--- src/rtl/pcap_pkg.sv ---
package pcap_pkg;

  // Fixed-point widths: Q16.16 samples and means, Q2.30 coefficients
  localparam int VALUE_W     = 32;
  localparam int CENTER_W    = VALUE_W + 1;
  localparam int PROD_W      = 64;
  localparam int ROUND_SHIFT = 30;
  localparam int TERM_W      = PROD_W + 1 - ROUND_SHIFT;
  localparam int ACC_W       = 64;
  localparam int OUT_W       = 48;

  // Request kinds carried in the input sideband
  typedef enum logic [1:0] {
    FUNC_MEAN   = 2'd0,
    FUNC_COEF   = 2'd1,
    FUNC_SAMPLE = 2'd2
  } func_t;

  // Configuration register indexes
  localparam logic REG_FEATURE_COUNT   = 1'b0;
  localparam logic REG_COMPONENT_COUNT = 1'b1;

endpackage

--- src/rtl/pcap_acc_bank.sv ---
module pcap_acc_bank #(
  parameter int DEPTH = 16,
  parameter int AW    = 4
) (
  input  logic                              clk,
  input  logic                              rst,
  input  logic                              clear,
  input  logic                              wr_en,
  input  logic [AW-1:0]                     wr_addr,
  input  logic signed [pcap_pkg::ACC_W-1:0]  wr_data,
  input  logic [AW-1:0]                     rd_addr,
  output logic signed [pcap_pkg::ACC_W-1:0]  rd_data
);

  logic [pcap_pkg::ACC_W-1:0] mem [DEPTH];
  logic [DEPTH-1:0]           valid;
  logic [pcap_pkg::ACC_W-1:0] rd_q;
  logic                       rd_vld_q;

  // Accumulator storage with registered read
  always_ff @(posedge clk) begin
    if (wr_en) begin
      mem[wr_addr] <= wr_data;
    end
    rd_q <= mem[rd_addr];
  end

  // Valid bits: an entry not written since the last clear reads as zero
  always_ff @(posedge clk) begin
    if (rst || clear) begin
      valid <= '0;
    end else if (wr_en) begin
      valid[wr_addr] <= 1'b1;
    end
    rd_vld_q <= valid[rd_addr];
  end

  assign rd_data = rd_vld_q ? rd_q : '0;

endmodule

--- config.mk ---
export PLATFORM = sky130hd
export DESIGN_NAME = pcap_acc_bank
export DESIGN_NICKNAME = d
export VERILOG_FILES = /design/src/rtl/pcap_pkg.sv /design/src/rtl/pcap_acc_bank.sv
export SDC_FILE = /design/constraint.sdc
export NUM_CORES = 1
export LEC_CHECK = 0
export BUFFER_PORTS_ARGS = -buffer_cell sky130_fd_sc_hd__buf_4
export CORE_MARGIN = 8
export CORE_UTILIZATION = 46
export DETAILED_ROUTE_END_ITERATION = 7
export PLACE_DENSITY_LB_ADDON = 0.12
export SLEW_MARGIN = 20
export SYNTH_ARGS = -nofsm -noshare
export SYNTH_HDL_FRONTEND = slang
export SYNTH_SLANG_ARGS = --single-unit
--- constraint.sdc ---
create_clock -name clk -period 13.3 [get_ports clk]
set_input_delay 3.325 -clock clk [delete_from_list [all_inputs] [get_ports clk]]
set_output_delay 3.325 -clock clk [all_outputs]
set_load 0.01 [all_outputs]
==> out/results.tsv <==
stage	metric	value	unit
status	status	complete, no violations	
floorplan	ios	140	
global_route	grt_use_total	18.3	%
worst_setup_path	cp_max_fo	96	
logic_synthesis	ys_types	20	
worst_hold_path	worstHoldPathType	reg -> reg	
routing	vias	18400	
sta	layout_setup_ws	7.44	ns
routing	wirelength	90.2	mm
power_and_ir_drop	p_leak	15.0	nW
worst_setup_path	cp-end-kind	flop	
floorplan	dieArea	0.0981	mm²
sta	finalHoldViolCount	0	
sta	setup_tns	0	ns
cts	post_cts_hold_buffer_count	0	
global_route	grt_max_degree	97	
sta	rsz0062_at_grt	no	
sta	hold_slack	0.465	ns
cts	worstSkewPairLatency	0.68	ns
global_route	grt_overflow	0	
cells_and_area	fillers	6819	
routing	ant_nets	0	
sta	setup_violations	0	
logic_synthesis	ys_seq_area_share	79.6	%
sta	relSlewSlack	29.8	%
logic_synthesis	synth_commonest_cells	edfxtp_1, mux4_2, a22oi_1	
cells_and_area	nets	2034	
worst_setup_path	startpoint	rd_addr[1]	
floorplan	coreArea	0.0880	mm²
logic_synthesis	ys_seq_elements	1105	
routing	drc	0	
logic_synthesis	post-synth-top-count-cell	edfxtp_1	
logic_synthesis	synth-edff-count	1024	
logic_synthesis	synthMuxAreaShare	14.4	%
logic_synthesis	synth-adder-area-share	0	%
routing	dr.first_iter.drc_count	1430	
cts	cts_buffer_depth	3	
place	pre_cts_ws	6.60	ns
cts	cts_buffers	112	
cts	postCtsSetupRepairBufs	0	
cts	cts_tree	yes	
logic_synthesis	synth_compound_area_share	2.70	%
routing	drtPass1Iterations	7	
floorplan	dieWidth	313	µm
logic_synthesis	synth_top_area_share	75.7	%
place	finalWeightedCongestion	0.693	
place	dp_hpwl	44.7	mm
worst_setup_path	criticalPathCategory	in -> reg	
cts	clock-sinks	1105	
cts	ctsRootBufferMaster	clkbuf_16	
worst_setup_path	critPathLaunchType	input port	
global_route	grt_antenna_before_repair	4	
place	place_area	0.0430	mm²
worst_setup_path	ff2ff_setup_slack	11.83	ns
logic_synthesis	postSynth.asyncResetShare	0	%
routing	wire_per_inst	28.0	µm
worst_setup_path	arrival	6.37	ns
logic_synthesis	synth_xor_area_share	0	%
sta	fin_crit	5.86	ns
floorplan	die_h	313	µm
cts	h-tree-depth	3	
logic_synthesis	syn_avg_cell_area	23.1	µm²
power_and_ir_drop	powerDensity	155	mW/mm²
global_route	grt_pass1_wl	134	mm
worst_setup_path	rr_worst_depth	3	
cells_and_area	syn2layout_area_growth	14.7	%
worst_setup_path	reg2reg_to	rd_q[17]$_DFF_P_	
power_and_ir_drop	ir_drop	116	µV
logic_synthesis	synth_area_leader_cell	edfxtp_1	
sta	clock.fmax	0.171	GHz
logic_synthesis	synthFlopType	edfxtp_1	
logic_synthesis	synth_nets	1838	
worst_setup_path	worstPathRequired	13.82	ns
routing	viasPerCell	5.71	
sta	maxSlewViolCount	0	
sta	worst_clock_skew	0.0262	ns
logic_synthesis	syn_area	0.0406	mm²
sta	tightest_slew	1.05	ns
cells_and_area	drive_gt1_share	30.3	%
floorplan	rows	109	
logic_synthesis	yosys_warnings	0	
cells_and_area	final_cell_area	0.0466	mm²
place	io_buffers	139	
cts	cts_resized	0	
logic_synthesis	synth_top_family_by_area	multiplexers	
logic_synthesis	ys_top_cells_by_area	edfxtp_1, mux4_2, dfxtp_1	
logic_synthesis	syn_inst	1762	
floorplan	start_util	46.2	%
worst_setup_path	r2r_start	mem[2][17]$_DFFE_PP_	
cells_and_area	utilization	53.0	%
logic_synthesis	yosys.area_share.simple	1.92	%
worst_setup_path	crit_end	rd_q[54]$_DFF_P_	
run	drv_cap	0	
global_route	grt_pass1_vias	20100	
cts	clkTransAtPathRegs	0.06	ns
sta	finalCritPeriodShare	44.0	%
-- cell families after synthesis --
logic type / Yosys count
DFF: 1105
muxes: 260
and+or+nand+nor: 157
AOI/OAI and AO/OA: 146
buffers and inverters: 94
-- per-layer routing --
metal  track usage [%]  vias to the layer above  part of all wire (%)
met5                 0                        -                0.0089
met4              4.15                        2                   1.5
met3              3.23                      100                   5.1
met2              30.3                      439                    49
met1              25.7                    10000                    44
li1                  -                     7839                     -
-- placed cells by master (no fill, tap or decap) --
cell type   instances
clkbuf_16         113
diode_2             1
dfxtp_1            80
nand3b_1            2
nor2b_4             2
dfxtp_2             1
clkbuf_8           11
and2_1             64
nor3_2              4
or3b_1              1
clkinv_8            4
o21a_1             16
clkinvlp_4          6
mux4_2            260
nor2_4             13
buf_6               1
nand2b_1            2
nand2_1            66
edfxtp_1         1024
clkbuf_1           24
buf_4             173
nand3_1             1
a22oi_1           130
buf_8               2
inv_6               2
and2_4              1
bufinv_16           6
nor2_2              1
clkinv_1           24
clkinv_2           22
-- through the flow --
stage	std cells	total power, mW
final	3222	7.24
after global placement	3009	4.29
after CTS	3221	7.32
after global routing	3221	7.48
after floorplan	1762	4.16
after detailed placement	3009	4.30
-- flip-flops by register name, indices dropped and copies added (netlist names) --
signal,flops
mem,1024
rd_q,64
rd_vld_q,1
valid,16
-- power breakdown --
| group | internal [mW] | switching (mW) |
|---|---|---|
| registers | 3.88 | 0.0232 |
| logic | 0.126 | 0.182 |
| clock network | 1.74 | 1.28 |
-- worst max-delay path, stage by stage --
cell	delay [ns]
buf_8	0.61
buf_4	0.82
buf_4	0.73
mux4_2	0.41
a22oi_1	0.23
nand2_1	0.13
-- cell type report --
type | instances | area [µm²] | share of cell area, %
flip-flops and latches | 1105 | 32400 | 69.4
multi-input cells | 563 | 7870 | 16.9
clock buffers | 148 | 3070 | 6.58
well taps | 1165 | 1460 | 3.13
repair buffers | 176 | 1340 | 2.87
clock inverters | 64 | 508 | 1.09
diodes | 1 | 2.50 | 0.00537
-- worst min path at each step --
stage	depth (start not counted)	to	from
finish	1	valid[11]$_SDFFE_PP0P_	valid[11]$_SDFFE_PP0P_
global placement	1	valid[3]$_SDFFE_PP0P_	valid[3]$_SDFFE_PP0P_
global route	1	valid[10]$_SDFFE_PP0P_	valid[10]$_SDFFE_PP0P_
CTS	1	valid[10]$_SDFFE_PP0P_	valid[10]$_SDFFE_PP0P_
floorplan	1	valid[10]$_SDFFE_PP0P_	valid[10]$_SDFFE_PP0P_
detailed placement	1	valid[10]$_SDFFE_PP0P_	valid[10]$_SDFFE_PP0P_
(Power assumes the default switching activity.)
