File: src/rtl/pcap_pkg.sv
package pcap_pkg;

  // Fixed-point widths: Q16.16 samples and means, Q2.30 coefficients
  localparam int VALUE_W     = 32;
  localparam int CENTER_W    = VALUE_W + 1;
  localparam int PROD_W      = 64;
  localparam int ROUND_SHIFT = 30;
  localparam int TERM_W      = PROD_W + 1 - ROUND_SHIFT;
  localparam int ACC_W       = 64;
  localparam int OUT_W       = 48;

  // Request kinds carried in the input sideband
  typedef enum logic [1:0] {
    FUNC_MEAN   = 2'd0,
    FUNC_COEF   = 2'd1,
    FUNC_SAMPLE = 2'd2
  } func_t;

  // Configuration register indexes
  localparam logic REG_FEATURE_COUNT   = 1'b0;
  localparam logic REG_COMPONENT_COUNT = 1'b1;

endpackage

File: src/rtl/pcap_mac.sv
module pcap_mac #(
  parameter int CW = 4
) (
  input  logic                                clk,
  input  logic                                rst,
  input  logic                                in_valid,
  input  logic [CW-1:0]                       in_k,
  input  logic signed [pcap_pkg::CENTER_W-1:0] centered,
  input  logic signed [pcap_pkg::VALUE_W-1:0]  coef,
  input  logic signed [pcap_pkg::ACC_W-1:0]    acc,
  output logic                                wr_en,
  output logic [CW-1:0]                       wr_k,
  output logic signed [pcap_pkg::ACC_W-1:0]    wr_data,
  output logic                                busy
);

  localparam int PW = pcap_pkg::PROD_W;
  localparam int AW = pcap_pkg::ACC_W;

  logic signed [pcap_pkg::CENTER_W+pcap_pkg::VALUE_W-1:0] prod_full;
  logic signed [PW-1:0]                 prod_q;
  logic signed [AW-1:0]                 acc1;
  logic                                 v1;
  logic [CW-1:0]                        k1;
  logic signed [PW:0]                   rnd;
  logic signed [pcap_pkg::TERM_W-1:0]   term_q;
  logic signed [AW-1:0]                 acc2;
  logic                                 v2;
  logic [CW-1:0]                        k2;
  logic signed [AW:0]                   sum;

  // Exact product of centered value and coefficient, fits 64 bits
  assign prod_full = centered * coef;

  // Round half up to Q.16: add half an LSB, then floor by arithmetic shift
  assign rnd = {prod_q[PW-1], prod_q} + (PW+1)'(64'd1 << (pcap_pkg::ROUND_SHIFT - 1));

  // Stage one: multiply; stage two: round
  always_ff @(posedge clk) begin
    if (rst) begin
      v1 <= 1'b0;
      v2 <= 1'b0;
    end else begin
      v1 <= in_valid;
      v2 <= v1;
    end
    prod_q <= prod_full[PW-1:0];
    acc1   <= acc;
    k1     <= in_k;
    term_q <= rnd[PW:pcap_pkg::ROUND_SHIFT];
    acc2   <= acc1;
    k2     <= k1;
  end

  // Saturating accumulate, written back by the accumulator bank
  assign sum = {acc2[AW-1], acc2} + (AW+1)'(term_q);

  always_comb begin
    if (sum[AW] != sum[AW-1]) begin
      wr_data = sum[AW] ? {1'b1, {(AW-1){1'b0}}} : {1'b0, {(AW-1){1'b1}}};
    end else begin
      wr_data = sum[AW-1:0];
    end
  end

  assign wr_en = v2;
  assign wr_k  = k2;
  assign busy  = v1 | v2;

endmodule

File: config.mk
export PLATFORM = sky130hd
export DESIGN_NAME = pcap_mac
export DESIGN_NICKNAME = d
export VERILOG_FILES = /design/src/rtl/pcap_pkg.sv /design/src/rtl/pcap_mac.sv
export SDC_FILE = /design/constraint.sdc
export NUM_CORES = 2
export LEC_CHECK = 0
export ABC_AREA = 1
export BUFFER_PORTS_ARGS = -buffer_cell sky130_fd_sc_hd__buf_2
export CAP_MARGIN = 20
export CELL_PAD_IN_SITES_DETAIL_PLACEMENT = 1
export CELL_PAD_IN_SITES_GLOBAL_PLACEMENT = 2
export CORE_ASPECT_RATIO = 2
export CORE_MARGIN = 2
export CORE_UTILIZATION = 39
export DETAILED_ROUTE_END_ITERATION = 7
export PLACE_DENSITY = 0.95
export SLEW_MARGIN = 10
export SYNTH_ARGS = -nofsm -noshare
export SYNTH_HDL_FRONTEND = slang
export SYNTH_SLANG_ARGS = --single-unit
File: constraint.sdc
create_clock -name clk -period 11.5 [get_ports clk]
set_input_delay 2.3 -clock clk [delete_from_list [all_inputs] [get_ports clk]]
set_output_delay 2.3 -clock clk [all_outputs]
set_load 0.005 [all_outputs]
==> results_tabular.tex <==
\begin{tabular}{lr}
\hline
Metric & Value \\
\hline
\multicolumn{2}{l}{\textbf{Timing}} \\
Setup ws final & 1.578 ns \\
Maximum clock frequency & 100.8 MHz \\
Worst Tran Pin Value & 1.134 ns \\
Relative slew slack & 24.43\% \\
Clock tree skew after final layout & 0.01359 ns \\
RSZ-0062 raised after global routing & no \\
Fin. max-slew vios & 0 \\
Final Critical Period & 9.922 ns \\
Hold slack final & 0.3174 ns \\
Share of the cycle needed by the critical path after routing & 86.28\% \\
Setup-failing EPs final & 0 \\
Final Hold Vio Count & 0 \\
Setup tns final & 0 ns \\
\multicolumn{2}{l}{\textbf{Floorplan}} \\
Area of the placeable core & 125,200 µm² \\
Die Ht & 505.8 µm \\
Site Rows & 184 \\
Effective utilization at floorplan & 39.21\% \\
Count of boundary I/O pins & 206 \\
Die area & 128,900 µm² \\
Die outline width & 254.9 µm \\
\multicolumn{2}{l}{\textbf{Synth}} \\
Commonest cells in the synthesized netlist & 1,855 x nand2\_1, 1,801 x inv\_1, 1,103 x fa\_1 \\
Number of warnings issued by yosys & 0 \\
Synthesized area per cell & 7.660 µm² \\
Seq/Total Area, Yosys & 8.480\% \\
Largest area contributor in the synthesized netlist & fa\_1 \\
Net count after synthesis & 7,894 \\
Number of synthesized register bits & 208 \\
Mapped cell area & 49,100 µm² \\
Synth Instances & 6,410 \\
Count of flip-flops with a built-in enable after synthesis & 0 \\
Async set or reset register ratio after synthesis & 0\% \\
Area share of the leading cell type in the synthesized netlist & 44.97\% \\
Dominant register cell in the synthesized netlist & dfxtp\_1 \\
Number of library cell types mapped by synthesis & 39 \\
Synth top area cells & fa\_1 45\%, nand2\_1 14\%, inv\_1 14\% \\
Leading cell type by number of instances after synthesis & nand2\_1 \\
\multicolumn{2}{l}{\textbf{Global route}} \\
Met2 usage in global routing & 47.67\% \\
Maximum number of pins on one net before global-route repair & 62 \\
GR peak layer & met2 \\
Met1 Resource Use GR & 31.74\% \\
Global-route congestion overflow total & 0 \\
Via count of the first global-routing pass & 46,254 \\
First-pass GRT wire length & 257,600 µm \\
Met3 demand-to-capacity share in global routing & 2.359\% \\
Initial antenna violation count & 6 \\
Total global routing track utilization & 25.96\% \\
\multicolumn{2}{l}{\textbf{Routing}} \\
DRC violations left & 0 \\
Total detailed-routing wirelength & 162,400 µm \\
Via count normalized by instance count & 4.911 \\
Initial detailed-routing violation count & 2,088 \\
Number of vias in the routed layout & 39,921 \\
Antenna-violating nets left & 0 \\
Number of iterations in the first detailed-routing pass & 5 \\
Routed wire per std cell & 19.98 µm \\
\multicolumn{2}{l}{\textbf{Worst setup path}} \\
Critical Path Sink Type & register \\
Worst setup path category & input pin to register \\
CP Launch Type & input pin \\
Top fanout value on the critical path & 33 \\
Worst Path Arrival & 10.34 ns \\
Worst Path Required & 11.92 ns \\
\multicolumn{2}{l}{\textbf{Min path}} \\
Tightest Hold Check Type & register to register \\
\multicolumn{2}{l}{\textbf{Place}} \\
Dpl hpwl & 137,900 µm \\
Setup slack after placement & 1.017 ns \\
Final Wtd Congestion & 0.9362 \\
\# port buffers & 205 \\
\multicolumn{2}{l}{\textbf{Clock network}} \\
Root buf cell & clkbuf\_16 \\
Number of H-tree levels & 1 \\
Register clock-pin slew on the reported worst setup and hold paths & 0.07 ns \\
Maximum root-to-sink buffer count & 3 \\
Total setup buffers inserted after CTS & 0 \\
CTS tree & built \\
Clock net sink count & 208 \\
Worst skew pair latency & 0.55 ns \\
Hold Buf Count CTS & 0 \\
Number of cells upsized or downsized after cts & 0 \\
Number of buffers added by the clock tree synthesis step & 24 \\
\multicolumn{2}{l}{\textbf{Job}} \\
Max Cap Viol & 0 \\
\multicolumn{2}{l}{\textbf{Final layout}} \\
Area used by multi-input combinational logic & 37,200 µm² \\
Share of post-route cells with drive strength above 1 & 5.114\% \\
Total of fill cells in the finished design & 15,727 \\
Register area & 4164 µm² \\
Final net count & 7,921 \\
Layout-stage area growth over the synthesis result & 6.661\% \\
\multicolumn{2}{l}{\textbf{Run status}} \\
Status & finished, final reports clean \\
\hline
\end{tabular}
==> kinds of logic after synthesis <==
family	synth area share (%)
AO/OA/AOI/OAI	3.285
AND/OR/NAND/NOR	19.37
XOR/XNOR	1.891
flip-flops	8.480
adder cells (fa/ha/maj)	51.21
buffers and inverters	15.76
==> sequential cells by signal, indices dropped and copies added, names as in the netlist <==
name    cells
acc1       64
acc2       64
k1          4
prod_q     35
term_q     35
v1          1
wr_en       1
wr_k        4
==> per-stage QoR <==
stage | area [µm²] | cells | utilization (%)
floorplan | 49100 | 6410 | -
global placement | 51520 | 8085 | 41.14
detailed placement | 51520 | 8085 | 41.14
CTS | 52370 | 8127 | 41.81
global route | 52370 | 8128 | 41.81
finish | 52370 | 8129 | 41.82
==> per-layer routing <==
metal / up-vias / part of all wire, %
met2: 984 / 52
met5: - / 0.029
met3: 299 / 4.2
li1: 18139 / -
met1: 20491 / 40
met4: 8 / 3.6
==> layout make-up <==
| cell class | count | share of cell area, % |
|---|---|---|
| well taps | 1674 | 3.999 |
| multi-input cells | 4155 | 71.03 |
| repair buffers | 237 | 2.418 |
| inverters | 1811 | 12.98 |
| clock buffers | 29 | 1.240 |
| clock inverters | 13 | 0.3703 |
| diodes | 2 | 0.009556 |
| flip-flops and latches | 208 | 7.951 |
==> critical path, stage by stage <==
cell	delay [ns]
buf_2	0.61
nand2_1	0.29
inv_1	0.17
fa_1	0.40
inv_1	0.26
fa_1	0.51
inv_1	0.22
fa_1	0.45
inv_1	0.12
fa_1	0.61
inv_1	0.51
fa_1	0.54
fa_1	0.57
inv_1	0.06
fa_1	0.49
inv_1	0.05
fa_1	0.45
ha_1	0.44
nand2_1	0.14
nor2_1	0.16
inv_1	0.09
nor4_1	0.31
nand2_1	0.09
o21ai_0	0.37
xor2_1	0.11
==> path summary, 6_finish.rpt <==
check	to	from	cells past startpoint	slack (ns)
worst max-delay path	prod_q[58]	coef[5]	25	1.58
worst min-delay path	acc2[43]	acc1[43]	0	0.32
worst max register to register	term_q[31]	prod_q[29]	11	9.45
worst min register to register	acc2[43]	acc1[43]	0	0.32
==> layout by cell type, fill, tap and decap left out, drive strengths merged, types with 3 or more instances in the layout <==
cell type,instances
o21ai,73
buf,237
ha,245
clkinv,5
clkinvlp,3
a21oi,165
clkbuf,29
dfxtp,208
nor2,310
a21o,11
a21boi,4
nand3,117
nand4,30
and2,4
inv,1812
nor4,20
fa,1103
a31oi,6
nand3b,6
or2,12
xor2,83
o21bai,27
nor3,35
bufinv,4
o21a,3
xnor2,23
nand2,1869
and3,3
Power is left out: the tool's default activity adds up to more than one toggle a clock period on the data nets, which glitch-free logic cannot reach.
